$ cat src/rtl/pn2d_pkg.sv
// Shared constants, request codes and stage-enable type for the 2-D gradient noise block.
// No dependencies; imported by pn2d_fade, perlin_noise_2d and the testbench.
package pn2d_pkg;

    localparam int TABLE_SIZE    = 256;
    localparam int IDX_W         = $clog2(TABLE_SIZE);
    localparam int COORD_W       = 24;
    localparam int OUT_W         = 19;
    localparam int FRAC_BITS_DEF = 16;
    localparam int OUT_MAX       = 262143;
    localparam int OUT_MIN       = -262144;

    // request codes on the func field
    localparam logic FUNC_LOAD = 1'b0;
    localparam logic FUNC_EVAL = 1'b1;

    // advance strobes for the three registered stages of the fade unit
    typedef struct packed {
        logic stage_a;
        logic stage_b;
        logic stage_c;
    } fade_en_t;

endpackage

$ cat src/rtl/pn2d_fade.sv
// Three-stage fade polynomial 6t^5 - 15t^4 + 10t^3 on an unsigned fraction.
// Depends on pn2d_pkg (fade_en_t, FRAC_BITS_DEF).
module pn2d_fade
    import pn2d_pkg::*;
#(
    parameter int FRAC_BITS = FRAC_BITS_DEF
)
(
    input  logic                 clk,
    input  fade_en_t             en,
    input  logic [FRAC_BITS-1:0] frac,
    output logic [FRAC_BITS:0]   fade
);

    localparam int W = FRAC_BITS;
    localparam logic signed [W+4:0]   K15 = (W+5)'(15) << W;
    localparam logic signed [2*W+5:0] K10 = (2*W+6)'(10) << W;

    logic signed [W+4:0]   frac_s;
    logic signed [W+4:0]   lin;
    logic signed [2*W+5:0] p1_next;
    logic [2*W-1:0]        p2_next;
    logic [W+3:0]          s_next;
    logic [2*W-1:0]        p3_next;
    logic [2*W+3:0]        p4_next;

    logic signed [2*W+5:0] p1_reg;
    logic [2*W-1:0]        p2_reg;
    logic [W-1:0]          t_reg;
    logic [W+3:0]          s_reg;
    logic [2*W-1:0]        p3_reg;
    logic [2*W+3:0]        p4_reg;

    assign frac_s = $signed((W+5)'(frac));
    assign lin    = (frac_s <<< 2) + (frac_s <<< 1) - K15;

    always_comb
    begin
        p1_next = $signed({1'b0, frac}) * lin;
        p2_next = frac * frac;
        // floor of a signed product is an arithmetic shift
        s_next  = (W+4)'((p1_reg >>> W) + K10);
        p3_next = p2_reg[2*W-1:W] * t_reg;
        p4_next = p3_reg[2*W-1:W] * s_reg;
    end

    always_ff @(posedge clk)
    begin
        if (en.stage_a)
        begin
            p1_reg <= p1_next;
            p2_reg <= p2_next;
            t_reg  <= frac;
        end
        if (en.stage_b)
        begin
            s_reg  <= s_next;
            p3_reg <= p3_next;
        end
        if (en.stage_c)
        begin
            p4_reg <= p4_next;
        end
    end

    assign fade = p4_reg[2*W:W];

endmodule

$ cat config.mk
export PLATFORM = sky130hd
export DESIGN_NAME = pn2d_fade
export DESIGN_NICKNAME = d
export VERILOG_FILES = /design/src/rtl/pn2d_pkg.sv /design/src/rtl/pn2d_fade.sv
export SDC_FILE = /design/constraint.sdc
export NUM_CORES = 2
export LEC_CHECK = 0
export BUFFER_PORTS_ARGS = -buffer_cell sky130_fd_sc_hd__buf_4
export CORE_ASPECT_RATIO = 2
export CORE_MARGIN = 4
export CORE_UTILIZATION = 42
export DETAILED_ROUTE_END_ITERATION = 7
export PLACE_DENSITY = 0.63
export SYNTH_ARGS = -nofsm -noshare
export SYNTH_HDL_FRONTEND = slang
export SYNTH_SLANG_ARGS = --single-unit
$ cat constraint.sdc
create_clock -name clk -period 17 [get_ports clk]
set_clock_uncertainty 0.1 [all_clocks]
set_input_delay 2.55 -clock clk [delete_from_list [all_inputs] [get_ports clk]]
set_output_delay 2.55 -clock clk [all_outputs]
set_load 0.005 [all_outputs]
* Word-level counts from Yosys, hierarchy flattened
Cells that the tools add are included.
W data, S select, Z words.
** Word-level totals
- Register bits after elaboration :: 169
- Word-level logic and storage cells :: 13
** Operators by class
- $add $sub $neg :: 3
- Multipliers :: 4
** Operator list (count)
- $mul A16 B16 Y32 :: 2
- $mul A17 B21 Y36 :: 1
- $mul A16 B20 Y33 :: 1
- $sub A19 B20 Y21 const B :: 1
- $add A20 B20 Y20 const B :: 1
- $add A18 B17 Y19 :: 1

* Longest topological paths before layout
- Depth after elaboration :: 3
- Depth in mapped cells :: 37
- Mapped depth without buffers :: 35

* Worst setup path before layout
OpenSTA, ideal clock, no wires.
- Kind :: input to register
- From :: input frac[1]
- To :: register p1_reg[33] (data pin)
- Setup slack :: 6.198 ns
- Stages on the path :: 35
- Arrival time :: 10.439 ns
- Path through :: clkbuf_1 -> inv_1 -> ha_1 -> inv_1 -> ha_1 -> ha_1 -> a21oi_1 -> o31ai_2 -> a211oi_2 -> o21ai_2 -> a21o_1 -> a41oi_2 -> a31oi_1 -> xor2_1 -> buf_4 -> nand2_1 -> fa_1 -> fa_1 -> fa_1 -> inv_1 -> fa_1 -> fa_1 -> inv_1 -> fa_1 -> inv_1 -> ha_1 -> a2111oi_0 -> o21ai_0 -> o21ai_0 -> o21ai_0 -> o2111ai_1 -> nand3_1 -> a31oi_1 -> a21oi_1 -> xor2_1
** Between the ends
- Word-level cells in the longest chain between the ends :: 3
** Ends and longest elaborated chain
- start, declared :: line pn2d_fade.sv:11 : input logic [FRAC_BITS-1:0] frac,
- $add A18 B17 Y19 :: line pn2d_fade.sv:35 : assign lin = (frac_s <<< 2) + (frac_s <<< 1) - K15;
- $sub A19 B20 Y21 :: line pn2d_fade.sv:35
- $mul A17 B21 Y36 (*) :: line pn2d_fade.sv:39 : p1_next = $signed({1'b0, frac}) * lin;
- via p1_next[33] :: line pn2d_fade.sv:21 : logic signed [2*W+5:0] p1_next;
- end signal, assigned :: line pn2d_fade.sv:51 : p1_reg <= p1_next;
- end, declared :: line pn2d_fade.sv:27 : logic signed [2*W+5:0] p1_reg;
Mark *: on every way through the listed nets, which the timed path passes. The rest lies on a longest branch.
A chain may end at the register's enable or synchronous reset.

* Worst setup path in the final report
Same ends and word-level chain as after synthesis.

==> results_dict.tcl <==
set metrics [dict create \
    synth_warnings 0 \
    grt_pass1_wl_um 167400 \
    required_ns 17.05 \
    routed_wl_um 105500 \
    ys_types 65 \
    cp_max_fo 37 \
    dpl.hpwl_um 85560 \
    diodes 0 \
    endpoint_kind "register" \
    die_w_um 223.0 \
    synth_top_cell_by_area "fa_1" \
    synth_area_per_cell_um2 9.429 \
    cap_violations 0 \
    synth_edf_count 105 \
    start_util_pct 42.40 \
    rows 157 \
    synth_fp_nets 5458 \
    maxSlewHeadroom_pct 27.26 \
    antenna_found_initial 0 \
    min_path_type "register to register" \
    worst_pin_slew_ns 1.091 \
    clk_latency_ns 0.41 \
    multiInputGateArea_um2 30940 \
    whs_path_depth 0 \
    hold_ws_ns 0.3188 \
    final.setup.tns_ns 0 \
    drive_gt1_share_pct 2.763 \
    maxSlewViolCount 0 \
    pin_count 37 \
    cts.sinks 105 \
    path_clk_slew_ns 0.07 \
    arrival_ns 11.65 \
    fill_cells 9014 \
    die_h_um 437.9 \
    yosys-top-cells-count "1,121 x inv_1, 892 x fa_1, 566 x nand2_1" \
    reg2reg_slack_ns 9.25 \
    nets 5391 \
    rsz0062_at_grt "false" \
    critPathKind "input pin to register" \
    slowest_delay_ns 0.55 \
    hold_viol_final 0 \
    largest_reg_flops 21 \
    period_share_pct 68.28 \
    max_freq_ghz 0.08615 \
    groute.usage.overall_pct 22.34 \
    yosysTopAreaCellShare_pct 46.01 \
    postCtsSetupBuffers 0 \
    grt_max_degree 53 \
    port_buffers 36 \
    htreeDepth 3 \
    ctsResizeCount 0 \
    synth_top_cells_by_area "fa_1 46%, ha_1 14%, inv_1 11%" \
    setup.worst_path.start_class "input pin" \
    tritoncts "yes" \
    root_buffer "clkbuf_16" \
    rr_worst_depth 22 \
    drt-pass1-iter-count 5 \
    synthArstFlopShare_pct 0 \
    yosys.cell_count.top_type "inv_1" \
    syn2layout_area_growth_pct 4.597 \
    slowest_stage "fa_1" \
    cts.path.max_buffers 2 \
    netlist_instances 4116 \
    outcome "completed" \
    drt-initial-drc-count 1215 \
    setup_viol 0 \
    fin_crit_ns 11.61 \
    synth-main-ff-cell "edfxtp_1" \
    grt-ovfl-total 0 \
    antenna_left 0 \
    yosysSeqAreaShare_pct 8.124 \
    cts_hold_buf 0 \
    drc 0 \
    die_area_um2 97630 \
    drt-vias-per-instance 5.167 \
    vias 27110 \
    synth_area_um2 38810 \
    grt_pass1_vias 31550 \
    core-area_um2 91540 \
    wl_per_cell_um 20.11 \
    synth_seq_cells 105 \
    place_congestion 0.8837 \
    seq_area_um2 3153 \
    numCtsBuffers 9 \
]
cell usage in the layout (no fill, tap or decap), types with 8 or more instances in the layout:
cell | Yosys | routed
a31oi_1 | 8 | 8
xnor2_1 | 63 | 60
clkbuf_16 | 0 | 9
o21a_1 | 15 | 15
a21oi_1 | 48 | 48
and2_1 | 355 | 355
nand2_1 | 566 | 566
a21o_1 | 31 | 31
fa_1 | 892 | 892
inv_1 | 1121 | 1121
a211oi_1 | 11 | 11
nor2_1 | 81 | 81
nand3_1 | 18 | 18
nand4_1 | 9 | 9
edfxtp_1 | 105 | 105
xor2_1 | 49 | 45
buf_4 | 2 | 65
nor3_1 | 25 | 25
nor2b_1 | 8 | 8
ha_1 | 430 | 430
and3_1 | 18 | 18
o21ai_0 | 34 | 34
nand2b_1 | 9 | 9
cells by family (layout without fill, tap and decap cells):
logic type	Yosys count	after routing	share of synthesized area (%)
buf+inv	1267	1205	12.29
simple gates	1111	1111	13.68
compound gates	196	196	3.408
fa+ha+maj	1322	1322	59.87
xor+xnor	113	113	2.569
mux	2	2	0.05480
flops	105	105	8.124
cell type report:
class / count / share of cell area (%)
flip-flops and latches: 105 / 7.767
clock inverters: 6 / 0.1849
well taps: 1192 / 3.674
multi-input cells: 2744 / 76.22
repair buffers: 65 / 1.202
clock buffers: 10 / 0.5640
inverters: 1124 / 10.39
critical path, delay by kind of cell:
kind | cells | cell delay (ns)
adders and majority gates | 10 | 4.00
AOI/OAI and AO/OA | 13 | 3.04
buffers and inverters | 7 | 0.96
and+or+nand+nor | 3 | 0.67
xor gates and xnor gates | 2 | 0.39
per-stage QoR:
stage               utilization [%]  area, µm²  setup slack [ns]  cells
floorplan                         -      38810             6.198   4116
global placement              44.01      40290             5.113   5230
detailed placement            44.01      40290             4.966   5230
CTS                           44.35      40600             5.402   5246
global route                  44.35      40600             4.570   5246
finish                        44.35      40600             5.392   5246
path summary, 6_finish.rpt:
| kind | start | to |
|---|---|---|
| max | frac[1] | p1_reg[33] |
| max reg2reg | p3_reg[20] | p4_reg[31] |
| min reg2reg | p1_reg[16] | s_reg[0] |
| min | p1_reg[16] | s_reg[0] |
metal layers:
| metal | track usage (%) | vias up | wire (µm) |
|---|---|---|---|
| met4 | 16.15 | 0 | 9413 |
| met5 | 0 | - | 0 |
| met3 | 1.981 | 416 | 3416 |
| met1 | 20.78 | 14050 | 32730 |
| met2 | 44.34 | 765 | 59950 |
| li1 | - | 11880 | - |
Power is left out: the tool's default activity adds up to more than one toggle a clock period on the data nets, which glitch-free logic cannot reach.
